`src/rtl/core/rba_pkg.sv`:
```
// ----------------------------------------------------------------------------
// rba_pkg
// Shared types, codes and helpers for the ring buffer allocator.
// ----------------------------------------------------------------------------
package rba_pkg;

  localparam int unsigned POS_W      = 17;
  localparam int unsigned SUM_W      = 19;
  localparam int unsigned OFS_W      = 16;
  localparam int unsigned LG_W       = 4;
  localparam int unsigned DATA_W     = 32;
  localparam int unsigned PADDR_W    = 3;
  localparam int unsigned ADDR_BITS  = 16;
  localparam logic [POS_W-1:0] CAPACITY_RST = 17'h10000;
  localparam logic REG_CAPACITY = 1'b0;

  typedef enum logic [1:0] {
    OP_ALLOC = 2'd0,
    OP_POP   = 2'd1,
    OP_RESET = 2'd2
  } op_t;

  typedef enum logic [1:0] {
    STAT_OK        = 2'd0,
    STAT_NO_SPACE  = 2'd1,
    STAT_POP_EMPTY = 2'd2,
    STAT_OVERSHOOT = 2'd3
  } status_t;

  typedef enum logic {
    S_IDLE = 1'b0,
    S_EXEC = 1'b1
  } ctrl_state_t;

  typedef struct packed {
    logic load;
    logic exec;
    logic clear;
  } cmd_t;

  function automatic logic [SUM_W-1:0] pow2_ceil(input logic [SUM_W-1:0] x,
                                                input logic [LG_W-1:0] lg);
    logic [SUM_W-1:0] m;
    m = (SUM_W'(1) << lg) - SUM_W'(1);
    return (x + m) & ~m;
  endfunction

endpackage

```
`src/rtl/core/rba_cfg.sv`:
```
// ----------------------------------------------------------------------------
// rba_cfg
// APB register slice holding the arena capacity.
// ----------------------------------------------------------------------------
module rba_cfg (
  input  logic                        clk,
  input  logic                        rst,
  input  logic                        psel,
  input  logic                        penable,
  input  logic                        pwrite,
  input  logic [rba_pkg::PADDR_W-1:0] paddr,
  input  logic [rba_pkg::DATA_W-1:0]  pwdata,
  output logic [rba_pkg::DATA_W-1:0]  prdata,
  output logic                        pready,
  output logic [rba_pkg::POS_W-1:0]   capacity,
  output logic                        cap_wr
);

  logic sel_cap;

  assign sel_cap = (paddr[2] == rba_pkg::REG_CAPACITY);
  assign cap_wr  = psel && penable && pwrite && sel_cap;
  assign pready  = 1'b1;
  assign prdata  = sel_cap ? rba_pkg::DATA_W'(capacity) : '0;

  always_ff @(posedge clk) begin
    if (rst) begin
      capacity <= rba_pkg::CAPACITY_RST;
    end else if (cap_wr) begin
      capacity <= pwdata[rba_pkg::POS_W-1:0];
    end
  end

endmodule

```
`src/rtl/core/rba_ctrl.sv`:
```
// ----------------------------------------------------------------------------
// rba_ctrl
// Request sequencer: latches a request, then runs a single execute state.
// ----------------------------------------------------------------------------
module rba_ctrl (
  input  logic          clk,
  input  logic          rst,
  input  logic          start,
  input  logic          cap_wr,
  output logic          busy,
  output rba_pkg::cmd_t cmd
);

  rba_pkg::ctrl_state_t state, state_next;

  always_ff @(posedge clk) begin
    if (rst) begin
      state <= rba_pkg::S_IDLE;
    end else begin
      state <= state_next;
    end
  end

  always_comb begin
    state_next = state;
    cmd        = '0;
    cmd.clear  = cap_wr;
    busy       = (state == rba_pkg::S_EXEC);
    unique case (state)
      rba_pkg::S_IDLE: begin
        if (start) begin
          cmd.load   = 1'b1;
          state_next = rba_pkg::S_EXEC;
        end
      end
      rba_pkg::S_EXEC: begin
        cmd.exec   = 1'b1;
        state_next = rba_pkg::S_IDLE;
      end
    endcase
  end

  a_accept_busy: assert property (@(posedge clk) disable iff (rst)
    (start && !busy) |=> busy) else $error("accepted transfer did not raise busy");
  a_exec_single: assert property (@(posedge clk) disable iff (rst)
    busy |=> !busy) else $error("execute phase longer than one cycle");

endmodule

```
`src/rtl/core/rba_dp.sv`:
```
// ----------------------------------------------------------------------------
// rba_dp
// Pointer datapath: operand latch, head/tail/wrap state and result register.
// ----------------------------------------------------------------------------
module rba_dp #(
  parameter int unsigned ADDR_BITS = rba_pkg::ADDR_BITS
) (
  input  logic                       clk,
  input  logic                       rst,
  input  rba_pkg::cmd_t              cmd,
  input  logic [rba_pkg::POS_W-1:0]  capacity,
  input  logic [1:0]                 operation,
  input  logic [rba_pkg::POS_W-1:0]  block_size,
  input  logic [rba_pkg::LG_W-1:0]   align_log2,
  output logic                       done,
  output logic [1:0]                 status,
  output logic [rba_pkg::OFS_W-1:0]  offset,
  output logic                       is_empty
);

  localparam int unsigned POS_W  = rba_pkg::POS_W;
  localparam int unsigned SUM_W  = rba_pkg::SUM_W;
  localparam int unsigned LIM_SH = (ADDR_BITS > POS_W) ? POS_W : ADDR_BITS;
  localparam logic [POS_W:0] LIM = (POS_W+1)'(1) << LIM_SH;
  localparam logic [POS_W-1:0] WRAP_RST = ({1'b0, rba_pkg::CAPACITY_RST} > LIM) ?
                                          LIM[POS_W-1:0] : rba_pkg::CAPACITY_RST;

  logic [1:0]                op_q;
  logic [POS_W-1:0]          size_q;
  logic [rba_pkg::LG_W-1:0]  lg_q;

  logic [POS_W-1:0] head_pos, tail_pos, wrap_end;
  logic             empty_flag;
  logic [POS_W-1:0] head_next, tail_next, wrap_next;
  logic             empty_next;

  logic [POS_W-1:0]         cap;
  logic [SUM_W-1:0]         cap19, size19, head19, tail19, wrap19;
  logic [SUM_W-1:0]         a_offs, a_end, p_t, p_end, offs, t;
  logic [POS_W-1:0]         new_end;
  logic                     ok;
  rba_pkg::status_t         st;
  logic [rba_pkg::OFS_W-1:0] offs_res;

  assign cap    = ({1'b0, capacity} > LIM) ? LIM[POS_W-1:0] : capacity;
  assign cap19  = SUM_W'(cap);
  assign size19 = SUM_W'(size_q);
  assign head19 = SUM_W'(head_pos);
  assign tail19 = SUM_W'(tail_pos);
  assign wrap19 = SUM_W'(wrap_end);
  assign a_offs = rba_pkg::pow2_ceil(head19, lg_q);
  assign a_end  = a_offs + size19;
  assign p_t    = rba_pkg::pow2_ceil(tail19, lg_q);
  assign p_end  = p_t + size19;

  always_comb begin
    head_next  = head_pos;
    tail_next  = tail_pos;
    wrap_next  = wrap_end;
    empty_next = empty_flag;
    st         = rba_pkg::STAT_OK;
    offs_res   = '0;
    offs       = a_offs;
    t          = p_end;
    ok         = 1'b1;
    new_end    = wrap_end;
    unique case (rba_pkg::op_t'(op_q))
      rba_pkg::OP_ALLOC: begin
        if (empty_flag) begin
          if (a_end >= cap19) begin
            offs = '0;
            if (size19 >= cap19) ok = 1'b0;
          end
          if (ok) begin
            tail_next  = offs[POS_W-1:0];
            wrap_next  = cap;
            empty_next = 1'b0;
          end
        end else begin
          if (head19 <= tail19 && a_end > tail19) ok = 1'b0;
          if (ok && a_end >= cap19) begin
            if (tail_pos == '0 || size19 > tail19) begin
              ok = 1'b0;
            end else begin
              new_end = head_pos;
              offs    = '0;
            end
          end
          if (ok) wrap_next = new_end;
        end
        if (ok) begin
          head_next = POS_W'(offs + size19);
          offs_res  = offs[rba_pkg::OFS_W-1:0];
        end else begin
          st = rba_pkg::STAT_NO_SPACE;
        end
      end
      rba_pkg::OP_POP: begin
        if (empty_flag) begin
          st = rba_pkg::STAT_POP_EMPTY;
        end else if (p_end > wrap19) begin
          empty_next = 1'b1;
          st         = rba_pkg::STAT_OVERSHOOT;
        end else begin
          if (p_end == wrap19) begin
            wrap_next = cap;
            t         = '0;
          end
          if (t == head19) empty_next = 1'b1;
          else tail_next = t[POS_W-1:0];
        end
      end
      rba_pkg::OP_RESET: begin
        head_next  = '0;
        tail_next  = '0;
        wrap_next  = cap;
        empty_next = 1'b1;
      end
      default: ;
    endcase
  end

  always_ff @(posedge clk) begin
    if (cmd.load) begin
      op_q   <= operation;
      size_q <= block_size;
      lg_q   <= align_log2;
    end
  end

  always_ff @(posedge clk) begin
    if (rst) begin
      head_pos   <= '0;
      tail_pos   <= '0;
      wrap_end   <= WRAP_RST;
      empty_flag <= 1'b1;
    end else if (cmd.clear) begin
      head_pos   <= '0;
      tail_pos   <= '0;
      empty_flag <= 1'b1;
    end else if (cmd.exec) begin
      head_pos   <= head_next;
      tail_pos   <= tail_next;
      wrap_end   <= wrap_next;
      empty_flag <= empty_next;
    end
  end

  always_ff @(posedge clk) begin
    if (rst) begin
      done <= 1'b0;
    end else begin
      done <= cmd.exec;
    end
  end

  always_ff @(posedge clk) begin
    if (cmd.exec) begin
      status   <= st;
      offset   <= offs_res;
      is_empty <= empty_next;
    end
  end

  a_done_follows: assert property (@(posedge clk) disable iff (rst)
    cmd.exec |=> done) else $error("execute without result strobe");
  a_fail_offset: assert property (@(posedge clk) disable iff (rst)
    (done && status != rba_pkg::STAT_OK) |-> (offset == '0))
    else $error("nonzero offset on failed request");
  a_clear_empty: assert property (@(posedge clk) disable iff (rst)
    cmd.clear |=> empty_flag) else $error("capacity write left ring non-empty");

endmodule

```
`src/rtl/core/ring_buffer_allocator.sv`:
```
// ----------------------------------------------------------------------------
// ring_buffer_allocator
// Circular byte arena allocator: alloc, pop-oldest and ring reset requests.
// The accepting edge latches the operands and enters EXEC; done is registered from EXEC.
// A new request is accepted only in IDLE, not while busy, as the latch/execute sequencer sets.
// busy is high for the single execute cycle; the return to IDLE frees it.
// done is a one-cycle strobe; the receiver cannot stall.
// Reset: ring empty, head at 0, capacity 65536; no clearing pass.
// ----------------------------------------------------------------------------
module ring_buffer_allocator #(
  parameter int unsigned ADDR_BITS = rba_pkg::ADDR_BITS
) (
  input  logic                        clk,
  input  logic                        rst,
  input  logic                        start,
  output logic                        busy,
  input  logic [1:0]                  operation,
  input  logic [rba_pkg::POS_W-1:0]   block_size,
  input  logic [rba_pkg::LG_W-1:0]    align_log2,
  output logic                        done,
  output logic [1:0]                  status,
  output logic [rba_pkg::OFS_W-1:0]   offset,
  output logic                        is_empty,
  input  logic                        psel,
  input  logic                        penable,
  input  logic                        pwrite,
  input  logic [rba_pkg::PADDR_W-1:0] paddr,
  input  logic [rba_pkg::DATA_W-1:0]  pwdata,
  output logic [rba_pkg::DATA_W-1:0]  prdata,
  output logic                        pready
);

  rba_pkg::cmd_t                cmd;
  logic [rba_pkg::POS_W-1:0]    capacity;
  logic                         cap_wr;

  rba_cfg u_cfg (
    .clk      (clk),
    .rst      (rst),
    .psel     (psel),
    .penable  (penable),
    .pwrite   (pwrite),
    .paddr    (paddr),
    .pwdata   (pwdata),
    .prdata   (prdata),
    .pready   (pready),
    .capacity (capacity),
    .cap_wr   (cap_wr)
  );

  rba_ctrl u_ctrl (
    .clk    (clk),
    .rst    (rst),
    .start  (start),
    .cap_wr (cap_wr),
    .busy   (busy),
    .cmd    (cmd)
  );

  rba_dp #(
    .ADDR_BITS (ADDR_BITS)
  ) u_dp (
    .clk        (clk),
    .rst        (rst),
    .cmd        (cmd),
    .capacity   (capacity),
    .operation  (operation),
    .block_size (block_size),
    .align_log2 (align_log2),
    .done       (done),
    .status     (status),
    .offset     (offset),
    .is_empty   (is_empty)
  );

endmodule
```
`config.mk`:
```
export PLATFORM = sky130hd
export DESIGN_NAME = ring_buffer_allocator
export DESIGN_NICKNAME = d
export VERILOG_FILES = /design/src/rtl/core/rba_pkg.sv /design/src/rtl/core/rba_cfg.sv /design/src/rtl/core/rba_ctrl.sv /design/src/rtl/core/rba_dp.sv /design/src/rtl/core/ring_buffer_allocator.sv
export SDC_FILE = /design/constraint.sdc
export NUM_CORES = 1
export LEC_CHECK = 0
export ABC_AREA = 1
export BUFFER_PORTS_ARGS = -buffer_cell sky130_fd_sc_hd__buf_2
export CAP_MARGIN = 40
export CORE_MARGIN = 1.5
export CORE_UTILIZATION = 49
export CTS_CLUSTER_DIAMETER = 120
export CTS_CLUSTER_SIZE = 25
export DETAILED_ROUTE_END_ITERATION = 6
export GPL_TIMING_DRIVEN = 0
export PLACE_DENSITY = 0.66
export SETUP_SLACK_MARGIN = 0.3
export SYNTH_ARGS = -nofsm -noshare
export SYNTH_HDL_FRONTEND = slang
export SYNTH_HIERARCHICAL = 1
export SYNTH_SLANG_ARGS = --single-unit
```
`constraint.sdc`:
```
create_clock -name clk -period 10.7 [get_ports clk]
set_input_delay 1.605 -clock clk [delete_from_list [all_inputs] [get_ports clk]]
set_output_delay 1.605 -clock clk [all_outputs]
set_load 0.02 [all_outputs]
```
==> results of run 1 <==
area by class of cell:
cell class                      count  area [µm²]  share of cell area, %
Sequential cell                   113        2680                   19.4
Clock inverter                     10        71.3                  0.516
Multi-Input combinational cell   1427        8440                   61.0
Clock buffer                       22         497                   3.59
Buffer                             53         377                   2.72
Inverter                          249         938                   6.78
Antenna cell                        2        5.00                 0.0362
Tap cell                          324         405                   2.93
Timing Repair Buffer               83         415                   3.00
cells in the final DEF (no fill, tap or decap), drive strengths merged, types with 5 or more instances in the layout:
cell type / Yosys / final
xor2: 33 / 33
nand2: 427 / 427
a21o: 7 / 7
clkbuf: 16 / 39
inv: 246 / 250
nand3: 91 / 91
nor4: 12 / 12
conb: 3 / 18
nand4: 21 / 21
a21oi: 159 / 159
dfxtp: 71 / 71
o21ai: 98 / 98
xnor2: 11 / 11
a211oi: 11 / 11
nor3: 40 / 40
buf: 37 / 119
nor2: 229 / 229
o22ai: 16 / 16
or2: 9 / 9
clkinv: 3 / 8
ha: 191 / 191
nand3b: 12 / 12
fa: 5 / 5
o21bai: 6 / 6
a31oi: 6 / 6
edfxtp: 42 / 42
critical path, delay by kind of cell (launching register included):
| kind | cells | cell delay [ns] |
|---|---|---|
| flops | 1 | 0.38 |
| xor+xnor | 3 | 0.89 |
| compound gates | 15 | 2.66 |
| buf+inv | 9 | 1.27 |
| simple gates | 21 | 2.71 |
| fa+ha+maj | 5 | 1.68 |
state kept, by name, indices dropped and copies added (netlist names):
name	flops
u_dp/size_q	17
u_dp/done	1
u_dp/offset	16
u_dp/op_q	2
u_dp/empty_flag	1
u_dp/is_empty	1
u_dp/status	2
u_ctrl/busy	1
u_dp/lg_q	4
u_dp/head_pos	17
u_dp/wrap_end	17
u_dp/tail_pos	17
u_cfg/capacity	17
per-layer routing:
metal  vias to the layer above  wire [µm]
met4                         0       2230
met3                       123       3710
li1                       6298          -
met2                       525      18500
met1                      5752      18300
met5                         -          0
Yosys cell counts (all sizes together), types with 4 or more instances:
master	n	area, µm²
fa	5	100
a21o	7	52.6
o21ai	98	490
inv	246	926
a211oi	11	82.6
nor2	229	981
dfxtp	71	1420
o21a	4	30.0
xor2	33	289
buf	37	315
o211ai	4	30.0
o22ai	16	100
nand3b	12	90.1
nand3	91	488
nor3	40	205
edfxtp	42	1260
ha	191	2390
xnor2	11	96.3
clkbuf	16	60.1
a21oi	159	796
o21bai	6	45.0
nor4	12	75.1
or2	9	56.3
nand4	21	131
a31oi	6	37.5
nand2	427	1670
cell families (layout without fill, tap and decap cells):
logic type,count (synthesis),in the layout
AO/OA/AOI/OAI,320,320
XOR/XNOR,44,44
adder cells (fa/ha/maj),196,196
buffers and inverters,302,417
flip-flops,113,113
other,3,20
AND/OR/NAND/NOR,849,849
worst min path at each step:
stage | startpoint | endpoint | cells after the start
final | u_dp/wrap_end[4]$_SDFFE_PP0P_ | u_dp/wrap_end[4]$_SDFFE_PP0P_ | 2
after global routing | u_dp/wrap_end[2]$_SDFFE_PP0P_ | u_dp/wrap_end[2]$_SDFFE_PP0P_ | 2
after CTS | u_dp/wrap_end[4]$_SDFFE_PP0P_ | u_dp/wrap_end[4]$_SDFFE_PP0P_ | 2
after detailed placement | u_dp/wrap_end[1]$_SDFFE_PP0P_ | u_dp/wrap_end[1]$_SDFFE_PP0P_ | 2
after global placement | u_dp/wrap_end[3]$_SDFFE_PP0P_ | u_dp/wrap_end[3]$_SDFFE_PP0P_ | 2
after floorplan | u_dp/wrap_end[16]$_SDFFE_PP1P_ | u_dp/wrap_end[16]$_SDFFE_PP1P_ | 2
power breakdown:
group | switching, mW | internal, mW
logic | 0.608 | 0.322
registers | 0.0382 | 0.468
clock network | 0.224 | 0.331
stage by stage:
| step | util [%] | cells | total power [mW] |
|---|---|---|---|
| floorplan | - | 1842 | 1.17 |
| global placement | 54.0 | 2249 | 1.40 |
| detailed placement | 54.0 | 2249 | 1.42 |
| CTS | 56.3 | 2281 | 1.98 |
| global route | 56.4 | 2281 | 2.13 |
| finish | 56.4 | 2283 | 1.99 |
==> flow_summary.toml, run 1 <==
[outcome]
status = "finished clean"

[timing]
final_hold_fails = 0
hold-worst-slack_ns = 0.472
fin_ws_ns = 1.02
timing.slew.headroom_pct = 50.3
period_share_pct = 90.5
finalSetupViolCount = 0
fin_setup_tns_ns = 0
rsz0062_at_grt = "false"
timing.fmax_ghz = 0.103
final.min_clock_period_ns = 9.68
finClkSkew_ns = 0.0118
worst_slew_pin_slew_ns = 0.746
final_report_max_slew_violation_count = 0

[setup_path]
critPathLaunch = "u_dp/lg_q[2]$_DFFE_PP_"
worst_setup_path_start_kind = "flop"
termination_of_the_worst_setup_path = "u_dp/head_pos[15]$_SDFFE_PP0P_"
worst-endpoint-arrival_ns = 10.03
cpPeakStageDelay_ns = 0.49
timing.rr.end = "u_dp/head_pos[15]$_SDFFE_PP0P_"
timing.critical_path.required_ns = 11.05
timing.setup.critical_path_class = "reg2reg"
crit_path_top_delay_cell = "sky130_fd_sc_hd__xor2_1"
crit_top_cell = "sky130_fd_sc_hd__nand2_1"
rrSetupSlack_ns = 1.02
cp_max_fanout = 10
worst_setup_path_end_kind = "flop"
r2r_start = "u_dp/lg_q[2]$_DFFE_PP_"
worstRegToRegCells = 53

[grt]
global_route_wire_length_before_repair_mm = 63.9
grt_start_max_net_pins = 24
grt_antenna_before_repair = 0
grt_util_met2_pct = 52.1
globalRoute.busiestLayer = "met2"
first_global_vias = 11500
grt_usage_pct = 32.7
grt-ovfl-total = 0
met1_global_route_usage_pct = 42.6
global_route.usage.met3_pct = 6.05

[place]
io_buffer_count = 83
post_place_cell_area_mm2 = 0.0133
place_worst_setup_slack_ns = 0.834
gpl.final_weighted_congestion = 1.02
hpwlAfterDp_mm = 35.0

[logic_synthesis]
syn-cell-area_mm2 = 0.0124
synth_compound_area_share_pct = 14.1
yosys.cell_types.count = 57
synth_xor_xnor_area_share_pct = 3.11
dominant_combinational_cell_family_by_area_after_synthesis = "simple AND/OR/NAND/NOR gates"
muxShareOfSynthArea_pct = 0
ys_seq_elements = 113
ys_seq_area_share_pct = 21.7
async_flop_share_pct = 0
synthAdderAreaFrac_pct = 20.1
yosys_most_used_dff = "sky130_fd_sc_hd__dfxtp_1"
synth-edff-count = 42
synth_cells = 1827
synthSimpleGateAreaFrac_pct = 30.3
avgSynthCellArea_um2 = 6.77
ys_warn_count = 6

[floorplanning]
initial_utilization_pct = 50.4
floorplan.io_pins = 118
die_x_um = 162
floorplan.die.height_um = 162
dieArea_mm2 = 0.0262
placementRows = 57
design.core.area_mm2 = 0.0245

[finish]
flow.area_growth_from_synthesis_pct = 11.8
fill_cells = 2483
design.final.nets = 2204
final_area_mm2 = 0.0138
layout-drive-gt1-share_pct = 11.8

[clock_network]
clock_slew_at_the_register_clock_pins_of_the_worst_setup_and_hold_paths_ns = 0.06
hold_buffers = 0
post_cts_repair_resize_count = 0
cts_num_sinks = 113
cts_tree = "done"
clock_insertion_delay_worst_skew_ns = 0.43
clk_path_buf_depth = 2
number_of_buffers_inserted_by_post_cts_setup_repair = 0
cts_made_buffers = 17
clockRootBuffer = "sky130_fd_sc_hd__clkbuf_16"
h_tree_levels = 4

[flow_run]
maxCapViolations = 0

[routing]
drtPass1Iterations = 7
route.detailed.vias_per_inst = 5.56
detail_route.drc_violations = 0
finalWirelength_mm = 42.7
drt_iter0_drc = 1150
routed-via-count = 12700
route.detailed.wl_per_inst_um = 18.7
drtAntennaViolNets = 0

[power]
leakagePower_nw = 6.77
power.density_cell_area_mw_per_mm2 = 144
vdd.ir_drop.worst_v = 0.0000832

[min_path]
holdCritPathClass = "reg2reg"
Power figures use the tool's default switching activity.
==> inputs of run 2 (changes only) <==
--- a/config.mk
+++ b/config.mk
@@ -5,7 +5,6 @@
 export SDC_FILE = /design/constraint.sdc
 export NUM_CORES = 1
 export LEC_CHECK = 0
-export ABC_AREA = 1
 export BUFFER_PORTS_ARGS = -buffer_cell sky130_fd_sc_hd__buf_2
 export CAP_MARGIN = 40
 export CORE_MARGIN = 1.5
==> run 2 against run 1 <==
Via count fell by 4.4%. Clock skew decreased by 0.0015 ns. Count of clock-buffer cells in the layout down 5. Power up 0.43%. Global-route usage rose by 1.9 points. Core utilization grew 1.0 points. Critical path depth fell by 6. Routed wire length up 4.5%. Worst setup slack lost 0.34 ns. Sequential cell count did not move. Non-clock buffer count increased by 24. Cell count down 14%.
==> flow_summary.toml, run 2 <==
[outcome]
status = "finished clean"

[clock_network]
clockRootBuffer = "sky130_fd_sc_hd__clkbuf_16"
cts_tree = "done"
cts_made_buffers = 17
h_tree_levels = 4
cts_num_sinks = 113
hold_buffers = 0
clk_path_buf_depth = 2
clock_insertion_delay_worst_skew_ns = 0.43
clock_slew_at_the_register_clock_pins_of_the_worst_setup_and_hold_paths_ns = 0.07

[finish]
design.final.nets = 1876
multi_input_area_mm2 = 0.00905
leading_cell_type_in_the_layout_fill_and_taps_excluded = "sky130_fd_sc_hd__ha_1"
regArea_mm2 = 0.00268
fill_cells = 2289
layout-drive-gt1-share_pct = 14.2
flow.area_growth_from_synthesis_pct = 14.8
final_area_mm2 = 0.0140
count_of_antenna_diodes_in_the_layout = 0
most-common-layout-cells = "sky130_fd_sc_hd__ha_1 (190), sky130_fd_sc_hd__nor2_1 (132), sky130_fd_sc_hd__a21oi_1 (126), sky130_fd_sc_hd__buf_2 (96), sky130_fd_sc_hd__nand2_1 (93)"

[timing]
timing.fmax_ghz = 0.0998
finClkSkew_ns = 0.0104
period_share_pct = 93.7
finalSetupViolCount = 0
timing.slew.headroom_pct = 36.7
final_report_max_slew_violation_count = 0
rsz0062_at_grt = "false"
final_hold_fails = 0
fin_ws_ns = 0.678
final.min_clock_period_ns = 10.02
worst_slew_pin_slew_ns = 0.935

[power]
power.density_cell_area_mw_per_mm2 = 143
p_comb_share_pct = 43.0
total_switching_power_mw = 0.799
power.share.clock_pct = 31.7
vdd.ir_drop.worst_v = 0.0000838
switching_share_pct = 39.9
leakagePower_nw = 6.16
intPower_mw = 1.20
seqPwrFrac_pct = 25.3

[place]
post_place_cell_area_mm2 = 0.0131
hpwlAfterDp_mm = 34.3
place_worst_setup_slack_ns = -0.755
gpl.final_weighted_congestion = 1.00
io_buffer_count = 84

[setup_path]
crit_path_buf_inv_count = 6
cpPeakStageDelay_ns = 0.46
rrSetupSlack_ns = 0.68
timing.setup.critical_path_class = "reg2reg"
crit_path_top_delay_cell = "sky130_fd_sc_hd__or4_1"
cp_max_fanout = 10
worst-endpoint-arrival_ns = 10.35
crit_top_cell = "sky130_fd_sc_hd__o21ai_0"
worst_setup_path_end_kind = "flop"
worst_setup_path_start_kind = "flop"
timing.critical_path.required_ns = 11.03
path_delay_family = "compound AO/OA/AOI/OAI gates"

[floorplanning]
floorplan.die.height_um = 161
floorplan.io_pins = 118
dieArea_mm2 = 0.0259
initial_utilization_pct = 50.0
die_x_um = 161
design.core.area_mm2 = 0.0244
placementRows = 57

[logic_synthesis]
ys_warn_count = 6
yosys_most_used_dff = "sky130_fd_sc_hd__dfxtp_1"
ys_seq_area_share_pct = 22.0
synth-edff-count = 42
ys_seq_elements = 113
netlist_top_cells_count = "sky130_fd_sc_hd__ha_1 (191), sky130_fd_sc_hd__nor2_1 (133), sky130_fd_sc_hd__a21oi_1 (130), sky130_fd_sc_hd__nand2_1 (93), sky130_fd_sc_hd__inv_1 (89)"
synth.top_cells.by_area = "sky130_fd_sc_hd__ha_1 (20%), sky130_fd_sc_hd__dfxtp_1 (12%), sky130_fd_sc_hd__edfxtp_1 (10%)"
avgSynthCellArea_um2 = 8.21
synth_top_area_share_pct = 19.6
async_flop_share_pct = 0
yosys.cell_types.count = 84
synth_cells = 1487
netlist.top_cell.by_area = "sky130_fd_sc_hd__ha_1"
synth.most_common_cell = "sky130_fd_sc_hd__ha_1"
syn-cell-area_mm2 = 0.0122

[grt]
first_global_vias = 11400
grt_start_max_net_pins = 24
grt_usage_pct = 34.6
grt-ovfl-total = 0
global_route_wire_length_before_repair_mm = 66.7
grt_antenna_before_repair = 2

[flow_run]
maxCapViolations = 0

[routing]
routed-via-count = 12100
route.detailed.vias_per_inst = 6.21
drtAntennaViolNets = 0
route.detailed.wl_per_inst_um = 22.9
drtPass1Iterations = 6
drt_iter0_drc = 1089
finalWirelength_mm = 44.7
detail_route.drc_violations = 0

[min_path]
holdCritPathClass = "reg2reg"
[run 2: through the flow]
step / hold WS [ns] / setup TNS [ns] / util (%) / instances / total power, mW
global route: 0.504 / 0 / 57.4 / 1953 / 2.10
global placement: 0.463 / -2.45 / 53.7 / 1910 / 1.30
CTS: 0.479 / 0 / 56.7 / 1944 / 1.96
finish: 0.479 / 0 / 57.4 / 1953 / 2.00
detailed placement: 0.467 / -2.89 / 53.7 / 1911 / 1.31
floorplan: 0.446 / 0 / - / 1502 / 1.09
[run 2: path summary, 6_finish.rpt]
path                            cells after the start                              to                    from
worst max-delay path                               47  u_dp/head_pos[16]$_SDFFE_PP0P_  u_dp/lg_q[1]$_DFFE_PP_
worst min-delay path                                1          u_ctrl/busy$_SDFF_PP0_  u_ctrl/busy$_SDFF_PP0_
worst max register to register                     47  u_dp/head_pos[16]$_SDFFE_PP0P_  u_dp/lg_q[1]$_DFFE_PP_
worst min register to register                      1          u_ctrl/busy$_SDFF_PP0_  u_ctrl/busy$_SDFF_PP0_
[run 2: layout make-up]
type                       instances  area share [%]
buffer                            65            2.71
clock buffer                      17            3.04
clock inverter                    15            1.48
inverter                          92            2.51
multi-input combinational       1232            64.6
sequential                       113            19.1
tap                              324            2.89
timing repair buffer              95            3.59
[run 2: power groups by stage]
stage | combinational [mW] | sequential (mW) | clock, mW
after global placement | 0.787 | 0.513 | 0
final | 0.861 | 0.506 | 0.633
after CTS | 0.819 | 0.504 | 0.638
after detailed placement | 0.801 | 0.513 | 0
after floorplan | 0.595 | 0.493 | 0
after global routing | 0.944 | 0.505 | 0.654
[run 2: cells by family after synthesis]
| logic type | Yosys count | share of synthesized area, % |
|---|---|---|
| flip-flops | 113 | 22.0 |
| XOR/XNOR | 67 | 5.28 |
| AND/OR/NAND/NOR | 490 | 20.8 |
| multiplexers | 24 | 2.00 |
| AO/OA/AOI/OAI | 437 | 23.6 |
| buffers and inverters | 157 | 5.81 |
| adder cells (fa/ha/maj) | 196 | 20.4 |
| other | 3 | 0.0923 |
[run 2: timing repair]
item,in CTS,in global routing
pin swaps,1,4
setup buffers,1,9
setup endpoints to repair,12,9
gates resized for setup,21,35
[run 2: per-layer routing]
metal	GRT usage (%)	vias to the layer above	part of all wire, %
met4	20.2	2	6.3
met5	0	-	0.043
li1	-	5704	-
met3	6.59	146	8.3
met2	54.6	531	44
met1	44.0	5750	41
==> inputs of run 3 (changes only) <==
--- a/config.mk
+++ b/config.mk
@@ -5,7 +5,7 @@
 export SDC_FILE = /design/constraint.sdc
 export NUM_CORES = 1
 export LEC_CHECK = 0
-export BUFFER_PORTS_ARGS = -buffer_cell sky130_fd_sc_hd__buf_2
+export BUFFER_PORTS_ARGS = -buffer_cell sky130_fd_sc_hd__buf_4
 export CAP_MARGIN = 40
 export CORE_MARGIN = 1.5
 export CORE_UTILIZATION = 49
==> run 3 against run 2 <==
The flow now finishes with violations (DRC). Power barely moved. Final area rose by 1.4%. Core utilization rose by 0.78 points. Clock skew rose by 0.0051 ns. Die area did not move.
==> flow_summary.toml, run 3 (synthesis gave the netlist of run 2 again) <==
[setup_path]
timing.setup.critical_path_class = "reg2reg"
cpPeakStageDelay_ns = 0.46
worst_setup_path_end_kind = "flop"
timing.critical_path.required_ns = 11.01
rrSetupSlack_ns = 0.69
worst-endpoint-arrival_ns = 10.33
worst_setup_path_start_kind = "flop"
crit_top_cell = "sky130_fd_sc_hd__o21ai_0"
worstRegToRegCells = 47
cp_max_fanout = 10
timing.rr.end = "u_dp/head_pos[16]$_SDFFE_PP0P_"
crit_path_top_delay_cell = "sky130_fd_sc_hd__or4_1"
r2r_start = "u_dp/lg_q[2]$_DFFE_PP_"

[timing]
final_report_max_slew_violation_count = 0
worst_slew_pin_slew_ns = 0.775
finalSetupViolCount = 0
final_hold_fails = 0
period_share_pct = 93.6
rsz0062_at_grt = "false"
hold-worst-slack_ns = 0.482
finClkSkew_ns = 0.0154
timing.fmax_ghz = 0.0999
final.min_clock_period_ns = 10.01
timing.slew.headroom_pct = 46.9

[outcome]
violations = "DRC"
status = "finished with violations"

[place]
io_buffer_count = 84
post_place_cell_area_mm2 = 0.0133
gpl.final_weighted_congestion = 0.959
placedCellCount = 1912
hpwlAfterDp_mm = 34.7

[finish]
multi_input_area_mm2 = 0.00905
layout-drive-gt1-share_pct = 14.3
fill_cells = 2315
count_of_antenna_diodes_in_the_layout = 0
finish.utilization_pct = 58.2
leading_cell_type_in_the_layout_fill_and_taps_excluded = "sky130_fd_sc_hd__ha_1"
finished_layout_cells = 1952
regArea_mm2 = 0.00268
flow.area_growth_from_synthesis_pct = 16.4
most-common-layout-cells = "sky130_fd_sc_hd__ha_1 (190), sky130_fd_sc_hd__nor2_1 (132), sky130_fd_sc_hd__a21oi_1 (125), sky130_fd_sc_hd__buf_4 (113), sky130_fd_sc_hd__nand2_1 (93)"
design.final.nets = 1875
final_area_mm2 = 0.0142

[clock_network]
cts_made_buffers = 17
h_tree_levels = 4
clk_path_buf_depth = 2
hold_buffers = 0
clock_insertion_delay_worst_skew_ns = 0.43
cts_num_sinks = 113
clockRootBuffer = "sky130_fd_sc_hd__clkbuf_16"
cts_tree = "done"
clock_slew_at_the_register_clock_pins_of_the_worst_setup_and_hold_paths_ns = 0.06

[routing]
detail_route.drc_violations = 1
finalWirelength_mm = 44.9
route.detailed.wl_per_inst_um = 23.0
drtPass1Iterations = 7
drtAntennaViolNets = 0
route.detailed.vias_per_inst = 6.27
drt_iter0_drc = 1232
routed-via-count = 12200

[floorplanning]
floorplan.die.height_um = 161
initial_utilization_pct = 50.0
design.core.area_mm2 = 0.0244
dieArea_mm2 = 0.0259
floorplan.io_pins = 118
placementRows = 57
die_x_um = 161

[grt]
global_route_wire_length_before_repair_mm = 66.6
grt_start_max_net_pins = 24
grt_antenna_before_repair = 0
grt_usage_pct = 34.5
grt-ovfl-total = 0
first_global_vias = 11300

[min_path]
hold_depth = 2
hp-start = "u_dp/wrap_end[8]$_SDFFE_PP0P_"
holdCritPathClass = "reg2reg"
min_delay_worst_endpoint = "u_dp/wrap_end[8]$_SDFFE_PP0P_"

[power]
power.density_cell_area_mw_per_mm2 = 141
vdd.ir_drop.worst_v = 0.0000884
totalPowerFinal_mw = 2.00
leakagePower_nw = 6.21

[flow_run]
maxCapViolations = 0
-- run 3: report_power, final --
| part | internal (mW) | switching [mW] | total [mW] | leakage, nW |
|---|---|---|---|---|
| clock network | 0.374 | 0.241 | 0.615 | 0.300 |
| registers | 0.466 | 0.0391 | 0.506 | 0.990 |
| logic | 0.350 | 0.529 | 0.879 | 4.92 |
| total | 1.19 | 0.809 | 2.00 | 6.21 |
-- run 3: worst max-delay path by stage --
stage                      startpoint                        endpoint  slack (ns)
6_report       u_dp/lg_q[2]$_DFFE_PP_  u_dp/head_pos[16]$_SDFFE_PP0P_        0.69
2_1_floorplan  u_dp/lg_q[2]$_DFFE_PP_  u_dp/head_pos[16]$_SDFFE_PP0P_        1.48
4_1_cts        u_dp/lg_q[2]$_DFFE_PP_  u_dp/head_pos[16]$_SDFFE_PP0P_        0.35
3_5_place_dp   u_dp/lg_q[2]$_DFFE_PP_  u_dp/head_pos[16]$_SDFFE_PP0P_       -0.95
5_1_grt        u_dp/lg_q[2]$_DFFE_PP_  u_dp/head_pos[16]$_SDFFE_PP0P_        0.24
3_3_place_gp   u_dp/lg_q[2]$_DFFE_PP_  u_dp/head_pos[16]$_SDFFE_PP0P_       -0.85
-- run 3: layout make-up --
cell class	instances	area share [%]
clock buffers	17	3.00
plain buffers	65	2.69
well taps	324	2.85
inverters	92	2.49
multi-input cells	1232	63.7
clock inverters	15	1.41
flip-flops and latches	113	18.9
repair buffers	94	4.93
-- run 3: metrics by stage --
| stage | setup slack (ns) | TNS (ns) |
|---|---|---|
| floorplan | 1.48 | 0 |
| finish | 0.686 | 0 |
| CTS | 0.348 | 0 |
| global route | 0.237 | 0 |
| detailed placement | -0.953 | -4.30 |
| global placement | -0.847 | -3.75 |
-- run 3: per-layer routing --
metal,track usage (%),wire length (µm)
met4,18.0,2460
met1,45.3,18800
met5,0,0
met2,54.1,19700
met3,6.10,3980
-- run 3: what timing repair did --
action	CTS	global route
pin swaps	2	4
hold endpoints to repair	0	0
setup endpoints to repair	12	7
resized for setup	24	34
buffers inserted	2	6
-- run 3: critical path, delay by kind of cell, from the launching register on --
| family | cells | cell delay [ns] |
|---|---|---|
| and+or+nand+nor | 12 | 1.82 |
| xor gates and xnor gates | 2 | 0.74 |
| adders and majority gates | 6 | 1.69 |
| buffers and inverters | 5 | 0.67 |
| AOI/OAI and AO/OA | 22 | 4.51 |
| DFF | 1 | 0.45 |
